==> src/rtl/irc_pkg.sv <==
`default_nettype none

package irc_pkg;

    localparam int ENTRY_W   = 24;
    localparam int PIX_W     = 18;
    localparam int OUT_W     = 18;
    localparam int TSIZE_W   = 11;
    localparam int DEN_W     = 25;
    localparam int DIV_STEPS = OUT_W;
    localparam int CNT_W     = $clog2(DIV_STEPS);

    localparam logic [OUT_W-1:0] OUT_MAX = {OUT_W{1'b1}};

    localparam logic OP_LOAD = 1'b0;
    localparam logic OP_MAP  = 1'b1;

    localparam logic REG_TABLE_SIZE = 1'b0;
    localparam logic REG_CAL_EN     = 1'b1;

    localparam logic [TSIZE_W-1:0] TABLE_SIZE_RST = 11'd256;

    typedef enum logic [1:0] {
        CLS_ZERO,
        CLS_TOP,
        CLS_DIVIDE,
        CLS_LOOKUP
    } irc_cls_t;

    typedef struct packed {
        logic capture;
        logic classify;
        logic interp;
        logic scale;
        logic check;
        logic div_step;
        logic load_out;
    } irc_cmd_t;

    typedef struct packed {
        irc_cls_t cls;
        logic     interp_low;
        logic     ovf;
    } irc_status_t;

endpackage

`default_nettype wire

==> src/rtl/irc_ctrl.sv <==
`default_nettype none

module irc_ctrl (
    input  wire logic                  clk,
    input  wire logic                  rst_n,
    input  wire logic                  in_valid,
    output logic                       in_ready,
    input  wire logic                  in_op,
    output logic                       out_valid,
    input  wire logic                  out_ready,
    output irc_pkg::irc_cmd_t          cmd,
    input  wire irc_pkg::irc_status_t  status
);

    import irc_pkg::*;

    typedef enum logic [2:0] {
        ST_IDLE,
        ST_CLASSIFY,
        ST_INTERP,
        ST_SCALE,
        ST_CHECK,
        ST_DIV,
        ST_DONE
    } state_t;

    state_t            state_reg, state_next;
    logic [CNT_W-1:0]  cnt_reg, cnt_next;
    logic              out_valid_reg, out_valid_next;
    logic              slot_free;

    assign slot_free = !out_valid_reg || out_ready;
    assign in_ready  = (state_reg == ST_IDLE);
    assign out_valid = out_valid_reg;

    always_comb
    begin
        state_next     = state_reg;
        cnt_next       = cnt_reg;
        out_valid_next = out_valid_reg && !out_ready;
        cmd            = '0;
        case (state_reg)
            ST_IDLE:
            begin
                if (in_valid)
                begin
                    cmd.capture = 1'b1;
                    state_next  = (in_op == OP_LOAD) ? ST_DONE : ST_CLASSIFY;
                end
            end
            ST_CLASSIFY:
            begin
                cmd.classify = 1'b1;
                case (status.cls)
                    CLS_ZERO:   state_next = ST_DONE;
                    CLS_TOP:    state_next = ST_DONE;
                    CLS_DIVIDE: state_next = ST_CHECK;
                    CLS_LOOKUP: state_next = ST_INTERP;
                    default:    state_next = ST_DONE;
                endcase
            end
            ST_INTERP:
            begin
                cmd.interp = 1'b1;
                state_next = ST_SCALE;
            end
            ST_SCALE:
            begin
                cmd.scale  = 1'b1;
                state_next = status.interp_low ? ST_DONE : ST_CHECK;
            end
            ST_CHECK:
            begin
                cmd.check = 1'b1;
                cnt_next  = CNT_W'(DIV_STEPS - 1);
                state_next = status.ovf ? ST_DONE : ST_DIV;
            end
            ST_DIV:
            begin
                cmd.div_step = 1'b1;
                cnt_next     = cnt_reg - CNT_W'(1);
                if (cnt_reg == '0)
                begin
                    state_next = ST_DONE;
                end
            end
            ST_DONE:
            begin
                if (slot_free)
                begin
                    cmd.load_out   = 1'b1;
                    out_valid_next = 1'b1;
                    state_next     = ST_IDLE;
                end
            end
            default:
            begin
                state_next = ST_IDLE;
            end
        endcase
    end

    always_ff @(posedge clk or negedge rst_n)
    begin
        if (!rst_n)
        begin
            state_reg     <= ST_IDLE;
            cnt_reg       <= '0;
            out_valid_reg <= 1'b0;
        end
        else
        begin
            state_reg     <= state_next;
            cnt_reg       <= cnt_next;
            out_valid_reg <= out_valid_next;
        end
    end

    a_word_from_done: assert property (@(posedge clk) disable iff (!rst_n)
        $rose(out_valid_reg) |-> $past(state_reg == ST_DONE))
        else $error("output word raised outside done state");

    a_stall_holds: assert property (@(posedge clk) disable iff (!rst_n)
        (state_reg == ST_DONE && out_valid_reg && !out_ready) |=>
            (state_reg == ST_DONE && out_valid_reg))
        else $error("result lost while receiver stalled");

    a_div_count: assert property (@(posedge clk) disable iff (!rst_n)
        (state_reg == ST_DIV) |-> (cnt_reg <= CNT_W'(DIV_STEPS - 1)))
        else $error("division step count out of range");

endmodule

`default_nettype wire

==> config.mk <==
export PLATFORM = sky130hd
export DESIGN_NAME = irc_ctrl
export DESIGN_NICKNAME = d
export VERILOG_FILES = /design/src/rtl/irc_pkg.sv /design/src/rtl/irc_ctrl.sv
export SDC_FILE = /design/constraint.sdc
export NUM_CORES = 1
export LEC_CHECK = 0
export ABC_CLOCK_PERIOD_IN_PS = 4400
export BUFFER_PORTS_ARGS = -buffer_cell sky130_fd_sc_hd__buf_2
export CORE_ASPECT_RATIO = 0.6
export CORE_UTILIZATION = 25
export CTS_CLUSTER_SIZE = 14
export DETAILED_ROUTE_END_ITERATION = 10
export SLEW_MARGIN = 10
export SYNTH_ARGS = -nofsm -noshare
export SYNTH_HDL_FRONTEND = slang
export SYNTH_SLANG_ARGS = --single-unit
==> constraint.sdc <==
create_clock -name clk -period 4.4 [get_ports clk]
set_clock_uncertainty 0.2 [all_clocks]
set_input_delay 0.66 -clock clk [delete_from_list [all_inputs] [get_ports clk]]
set_output_delay 0.66 -clock clk [all_outputs]
set_load 0.01 [all_outputs]
# Word level (Yosys, flattened, before mapping)
# Cells that the tools add are included.
[totals] regBits=9 inputBits=9 output_inout_bits=9 wordCells=46
[op_classes] add_sub_neg=1 eq_ne=12 muxes=20 reduce_logical=10
[op_table] op="$pmux 3 s7" n=1
[op_table] op="$mux 3" n=4
[op_table] op="$mux 1" n=11
[op_table] op="$pmux 5 s2" n=1
[op_table] op="$eq 3x3->1 const B" n=3
[op_table] op="$pmux 3 s3" n=1
[op_table] op="$eq 3x2->1 const B" n=2
[op_table] op="$ne 2x2->1 const B" n=3
[op_table] op="$logic_not 5->1" n=1
[op_table] op="$sub 5x1->5 const B" n=1
[op_table] op="$eq 2x2->1 const B" n=2
[op_table] op="$mux 2" n=2
[op_table] op="$eq 3x1->1 const B" n=1
[op_table] op="$logic_not 3->1" n=1
[op_table] op="$reduce_and 3->1" n=1
[op_table] op="$eq 2x1->1 const B" n=1
[op_table] op="$logic_not 1->1" n=2
[op_table] op="$logic_not 2->1" n=1
[op_table] op="$reduce_bool 2->1" n=1
[op_table] op="$reduce_or 2->1" n=1
[op_table] op="$logic_and 1x1->1" n=1
[op_table] op="$logic_or 1x1->1" n=1

# Logic depth before layout (Yosys ltp)
# Gate-level depths: netlist (run 1).
[depth] word_depth=4 depth_mapped=6 ltp_nobuf=6

# Worst setup path after synthesis (run 1)
# No wires, ideal clock.
[synth_timing] kind="flip-flop to output port" from="reg state_reg[2]" to="out cmd[6] (netlist bit)" t_arrival_ns=1.017 t_required_ns=3.540 setup_slack_ns=2.523 path_stages_with_launch=4 path_cell_list="dfrtp_1 -> buf_2 -> nor3_2 -> and2_1"
[synth_lines] element="start, declared" line_no="irc_ctrl.sv:27" text="state_t state_reg, state_next;"
[synth_lines] element="start signal, assigned" line_no="irc_ctrl.sv:113" text="state_reg <= state_next;"
[synth_lines] element="end, declared" line_no="irc_ctrl.sv:11" text="output irc_pkg::irc_cmd_t cmd,"

==> qor.log, run 1 <==
INFO  global_route   first_pass_grt_wire_length=2.132mm
INFO  clock_network  post_cts_buffers=0
INFO  power          clockPowerShare=0.177
INFO  logic_synthesis synthFlopType=dfrtp_1
INFO  timing         tightestPinTransition=577.7ps
INFO  logic_synthesis synth_top_cell_by_area=dfrtp_1
INFO  global_route   vias_in_the_first_global_route=490
INFO  critical_path  worstPathCellList=nand3_1 -> inv_1 -> buf_2
INFO  critical_path  cp-end-kind=output port
INFO  global_route   grtUsageTotal=0.1163
INFO  timing         max_freq=432.0MHz
INFO  critical_path  worst_setup_path_start_kind=flip-flop
INFO  drt            drt_iter0_drc=13
INFO  hold_path      timing.hold.worst.class=input pin to asynchronous set/reset pin
INFO  floorplanning  die_y=39.97um
INFO  clock_network  cts-buffers-inserted=3
INFO  timing         tns=0ps
INFO  clock_network  cts_hold_buffers=0
INFO  cells_and_area num_antenna_cells=0
INFO  logic_synthesis dominant_combinational_cell_family_by_area_after_synthesis=simple AND/OR/NAND/NOR gates
INFO  logic_synthesis yosysWarningCount=0
INFO  critical_path  critical-path-max-stage-delay=700ps
INFO  cells_and_area final_cell_mix=buf_2, dfrtp_1, nor2_1, nand2b_1, a21oi_1
INFO  clock_network  h_tree_level_count=1
INFO  cells_and_area final_layout_size_suffix_gt1_frac=0.2955
INFO  logic_synthesis synth_cells=72
INFO  critical_path  reg2reg_setup_slack=2630ps
INFO  power          sw_pwr=0.0002282W
INFO  placed_design  placement.io_buffers=17
INFO  timing         tightest_slew_margin_relative_to_the_limit=0.6149
INFO  critical_path  timing.critical_path.buf_inv=2
INFO  power          total_leakage_power=0.3566nW
INFO  drt            detail_route.drc_violations=0
INFO  logic_synthesis synth_edf_count=0
INFO  global_route   globalRouteOverflowTotal=0
INFO  power          p_comb_frac=0.478
INFO  power          cellInternalPower=0.0003081W
INFO  floorplanning  initial_core_util=0.2715
INFO  logic_synthesis synth_area_leaders=dfrtp_1, nand2b_1, a21oi_1
INFO  logic_synthesis syn_avg_cell_area=8.341um2
INFO  drt            drt_pre_antenna_iters=4
INFO  clock_network  cts_sinks=9
INFO  drt            viasPerCell=4.585
INFO  timing         finalHoldWorstSlack=70.78ps
INFO  clock_network  clock_path_buffers=2
INFO  power          report.power.total=0.0005364W
INFO  logic_synthesis synth_sequential_area_ratio=0.3750
INFO  drt            vias=541
INFO  critical_path  critical_path.slowest_cell=dfrtp_1
INFO  drt            totalWireLength=1.235mm
INFO  cells_and_area largest_register_ff_count=5
INFO  global_route   antenna_found_initial=0
INFO  power          swShare=0.4255
INFO  cells_and_area fillCellCount=251
INFO  critical_path  critical-path-top-delay-family=flip-flops
INFO  floorplanning  pin_count=18
INFO  placed_design  detail_placement_hpwl=955.1um
INFO  placed_design  gp_routability_congestion=0.7847
INFO  logic_synthesis ys_ff_latch=9
INFO  critical_path  timing_worst_setup_path_type=flip-flop to output port
INFO  clock_network  post_cts_resize_count=0
INFO  clock_network  cts_root_buf=clkbuf_8
INFO  clock_network  worst_skew_pair.late_latency=230ps
INFO  timing         final_hold_viol_count=0
INFO  timing         period_share=0.5260
INFO  timing         rsz0062_at_grt=no
INFO  power          power_per_cell_area=721.7mW/mm2
INFO  floorplanning  die_width=65.28um
INFO  logic_synthesis yosys.area_share.xor_xnor=0
INFO  power          vdd.ir_drop.worst=0.2229mV
INFO  timing         finalWorstPathRequiredPeriod=2315ps
INFO  critical_path  worst-endpoint-arrival=1450ps
INFO  cells_and_area design.final.nets=99
INFO  logic_synthesis synth-compound-area-share=0.2271
INFO  timing         timing.final.max_slew_violations=0
INFO  logic_synthesis adder_cell_share_of_the_synthesized_area=0.02083
INFO  floorplanning  rows=13
INFO  critical_path  cp_data_required_time=3540ps
INFO  clock_network  cts.reportedPaths.clkPinSlew=40ps
INFO  cells_and_area leading_cell_type_in_the_layout_fill_and_taps_excluded=buf_2
INFO  critical_path  crit_path_max_fanout=19
INFO  logic_synthesis synth_top_area_share=0.3750
INFO  logic_synthesis synth_simple_gate_area_frac=0.2854
INFO  power          sequentialPowerShare=0.345
INFO  logic_synthesis synth-async-reset-ratio=1.000
INFO  floorplanning  core_area=0.002212mm2
INFO  drt            wire_per_inst=10.47um
INFO  timing         finalSetupViolations=0
INFO  drt            route.antenna.remaining_nets=0
INFO  floorplanning  dieArea=0.002609mm2
INFO  run            drv_cap=0
INFO  status         outcome=finished, final reports clean
INFO  logic_synthesis synth.net_count=82
INFO  clock_network  tritoncts_clock_tree=done
INFO  cells_and_area post-route-util=0.3360
INFO  cells_and_area area_delta_synth_final=23.75%
INFO  global_route   grt_max_degree=20
INFO  logic_synthesis synth_area=600.6um2
INFO  logic_synthesis distinct_cell_type_count_of_the_synthesized_netlist=30
INFO  logic_synthesis synth.mux.area_fraction=0.01875
-- per-stage QoR --
step	instances	cell area (um2)	setup WS, ps
after global placement	114	698.2	2359
after floorplan	72	600.6	2523
after CTS	118	743.2	2079
final	118	743.2	2085
after global routing	118	743.2	1927
after detailed placement	114	698.2	2336
-- cell usage after synthesis (2+ instances only) --
cell type and n:
dfrtp_1 9, nor2_1 8, a21oi_1 6, nand2b_1 6
buf_2 5, inv_1 5, nand2_1 5, nor3_1 3
o21ai_0 3, o21ai_1 2
-- layer usage --
layer | up-vias | global-route usage | share of wire
li1 | 278 | - | -
met1 | 249 | 0.1490 | 0.53
met2 | 12 | 0.1804 | 0.40
met3 | 2 | 0.04261 | 0.052
met4 | 0 | 0.04891 | 0.013
met5 | - | 0 | 0
-- kinds of logic (layout without fill, tap and decap cells) --
kind of cell               after synthesis  in the layout
and+or+nand+nor                         31             31
AOI/OAI and AO/OA                       20             20
muxes                                    1              1
adders and majority gates                1              1
buffers and inverters                   10             26
DFF                                      9              9
-- power by group through the flow --
stage               clock network (W)  logic (W)  registers [W]
finish                      0.0000949   0.000256       0.000185
detailed placement                  0   0.000258       0.000186
global route                 0.000102   0.000291       0.000196
global placement                    0   0.000259       0.000184
CTS                         0.0000979   0.000260       0.000185
floorplan                           0   0.000241       0.000142
-- worst paths after layout --
path                                      to  cells past startpoint    startpoint
worst max-delay path                  cmd[1]                      3  state_reg[0]
worst min-delay path              cnt_reg[1]                      1         rst_n
worst max register to register  state_reg[0]                      6    cnt_reg[0]
worst min register to register    cnt_reg[1]                      2    cnt_reg[1]
max in group asynchronous         cnt_reg[0]                      1         rst_n
min in group clk                  cnt_reg[1]                      2    cnt_reg[1]
-- layout make-up --
cell class              instances  area [um2]  share of cell area
clock buffers                   4       45.04             0.06061
inverters                       5       18.77             0.02525
multi-input cells              53       331.6              0.4461
flip-flops and latches          9       225.2              0.3030
well taps                      30       37.54             0.05051
repair buffers                 17       85.08              0.1145
Power figures use the tool's default switching activity.
==> inputs of run 2 (changes only) <==
--- a/config.mk
+++ b/config.mk
@@ -5,7 +5,7 @@
 export SDC_FILE = /design/constraint.sdc
 export NUM_CORES = 1
 export LEC_CHECK = 0
-export ABC_CLOCK_PERIOD_IN_PS = 4400
+export ABC_CLOCK_PERIOD_IN_PS = 2100
 export BUFFER_PORTS_ARGS = -buffer_cell sky130_fd_sc_hd__buf_2
 export CORE_ASPECT_RATIO = 0.6
 export CORE_UTILIZATION = 25
==> constraint.sdc (replaced) <==
create_clock -name clk -period 2.1 [get_ports clk]
set_clock_uncertainty 0.2 [all_clocks]
set_input_delay 0.315 -clock clk [delete_from_list [all_inputs] [get_ports clk]]
set_output_delay 0.315 -clock clk [all_outputs]
set_load 0.01 [all_outputs]
==> qor.log, run 2 (synthesis results as in run 1) <==
INFO  critical_path  critical-path-top-delay-family=flip-flops
INFO  cells_and_area largest_register_ff_count=5
INFO  power          swShare=0.4247
INFO  cells_and_area area_delta_synth_final=27.92%
INFO  floorplanning  die_y=39.97um
INFO  critical_path  worstPathCellList=nand2b_1 -> nor2_1 -> buf_2
INFO  power          cellInternalPower=0.0006649W
INFO  drt            route.antenna.remaining_nets=0
INFO  timing         max_freq=543.3MHz
INFO  global_route   first_pass_grt_wire_length=2.235mm
INFO  global_route   globalRouteOverflowTotal=0
INFO  global_route   vias_in_the_first_global_route=508
INFO  timing         period_share=0.8765
INFO  power          power_per_cell_area=1504mW/mm2
INFO  placed_design  detail_placement_hpwl=1.002mm
INFO  timing         rsz0062_at_grt=no
INFO  hold_path      timing.hold.worst.class=input pin to flip-flop
INFO  clock_network  post_cts_buffers=0
INFO  placed_design  gp_routability_congestion=0.7763
INFO  critical_path  worst-r2r-cell-count=6
INFO  critical_path  worst_setup_path_start_kind=flip-flop
INFO  timing         finalWorstPathRequiredPeriod=1841ps
INFO  floorplanning  pin_count=18
INFO  power          clockPowerShare=0.172
INFO  clock_network  h_tree_level_count=1
INFO  floorplanning  rows=13
INFO  power          total_leakage_power=0.3700nW
INFO  floorplanning  die_width=65.28um
INFO  critical_path  cp_data_required_time=1580ps
INFO  drt            wire_per_inst=10.74um
INFO  critical_path  timing_worst_setup_path_type=flip-flop to output port
INFO  power          sequentialPowerShare=0.322
INFO  critical_path  crit_path_max_fanout=11
INFO  clock_network  cts-buffers-inserted=3
INFO  power          sw_pwr=0.0004908W
INFO  critical_path  setup.worst_path.start=state_reg[2]
INFO  cells_and_area post-route-util=0.3473
INFO  critical_path  crit_cells=3
INFO  critical_path  critical_path.reg2reg.startpoint=cnt_reg[0]
INFO  drt            totalWireLength=1.299mm
INFO  clock_network  post_cts_resize_count=0
INFO  clock_network  cts.reportedPaths.clkPinSlew=40ps
INFO  critical_path  reg2reg_to=state_reg[0]
INFO  timing         tightest_slew_margin_relative_to_the_limit=0.7248
INFO  cells_and_area num_antenna_cells=0
INFO  critical_path  cp-end-kind=output port
INFO  floorplanning  core_area=0.002212mm2
INFO  power          p_comb_frac=0.506
INFO  critical_path  critical-path-max-stage-delay=530ps
INFO  cells_and_area fillCellCount=247
INFO  global_route   grtUsageTotal=0.1182
INFO  placed_design  placement.io_buffers=17
INFO  critical_path  worst-endpoint-arrival=1330ps
INFO  clock_network  worst_skew_pair.late_latency=230ps
INFO  critical_path  reg2reg_setup_slack=350ps
INFO  timing         tns=0ps
INFO  global_route   grt_max_degree=14
INFO  timing         final_hold_viol_count=0
INFO  floorplanning  initial_core_util=0.2715
INFO  cells_and_area leading_cell_type_in_the_layout_fill_and_taps_excluded=buf_2
INFO  clock_network  cts_hold_buffers=1
INFO  timing         finalSetupViolations=0
INFO  cells_and_area final_cell_mix=buf_2, dfrtp_1, nor2_1, nand2b_1, a21oi_1
INFO  cells_and_area design.final.nets=102
INFO  clock_network  tritoncts_clock_tree=done
INFO  status         outcome=finished, final reports clean
INFO  critical_path  timing.critical_path.buf_inv=1
INFO  drt            vias=554
INFO  global_route   antenna_found_initial=0
INFO  power          vdd.ir_drop.worst=0.6073mV
INFO  timing         tightestPinTransition=412.8ps
INFO  drt            detail_route.drc_violations=0
INFO  drt            viasPerCell=4.579
INFO  drt            drt_pre_antenna_iters=4
INFO  floorplanning  dieArea=0.002609mm2
INFO  cells_and_area final_layout_size_suffix_gt1_frac=0.3077
INFO  clock_network  cts_sinks=9
INFO  clock_network  cts_root_buf=clkbuf_8
INFO  run            drv_cap=0
INFO  timing         timing.final.max_slew_violations=0
INFO  drt            drt_iter0_drc=19
INFO  critical_path  critical_path.slowest_cell=dfrtp_1
INFO  clock_network  clock_path_buffers=2
INFO  critical_path  crit_path_capture=cmd[2]
==> run 2: changes by cell type in the layout (fill, tap and decap cells not counted), sizes merged <==
cell | previous run | this run
dlygate4sd3 | 0 | 1
buf | 17 | 19
==> run 2: how the worst min path moves through the flow <==
stage / start / end / slack (ps) / cells past startpoint
floorplan: rst_n / cnt_reg[0] / -180 / 0
global placement: rst_n / cnt_reg[1] / -20 / 1
detailed placement: rst_n / cnt_reg[1] / -20 / 1
CTS: out_ready / out_valid / 80 / 2
global route: out_ready / out_valid / 80 / 2
finish: out_ready / out_valid / 80 / 2
==> run 2: cell type report <==
cell class	instances	area [um2]	area share
multi-input cells	53	331.6	0.4316
flip-flops and latches	9	225.2	0.2932
repair buffers	20	110.1	0.1433
clock buffers	4	45.04	0.05863
well taps	30	37.54	0.04886
inverters	5	18.77	0.02443
==> run 2: through the flow <==
step           power (W)  cells  hold slack, ps  area, um2  setup WS (ps)
4_1_cts         0.001161    121           79.04      768.2          275.3
2_1_floorplan  0.0008018     72          -180.6      600.6          470.1
3_5_place_dp   0.0009514    116          -17.02      713.2          370.5
5_1_grt         0.001257    121           81.53      768.2          141.5
3_3_place_gp   0.0009452    116          -21.60      713.2          416.5
6_report        0.001156    121           78.92      768.2          259.3
==> run 2: per-layer routing <==
metal  GRT usage  vias up  wire (um)
met2      0.1907       18        553
met1      0.1538      250        665
met5           0        -          0
met4     0.01630        0          0
met3     0.04830        0         80
li1            -      286          -
==> run 2: power groups by stage <==
stage          Combinational, W  Sequential, W  Clock, W
2_1_floorplan          0.000504       0.000297         0
6_report               0.000585       0.000372  0.000199
4_1_cts                0.000585       0.000370  0.000205
3_3_place_gp           0.000572       0.000373         0
3_5_place_dp           0.000579       0.000372         0
5_1_grt                0.000651       0.000390  0.000215
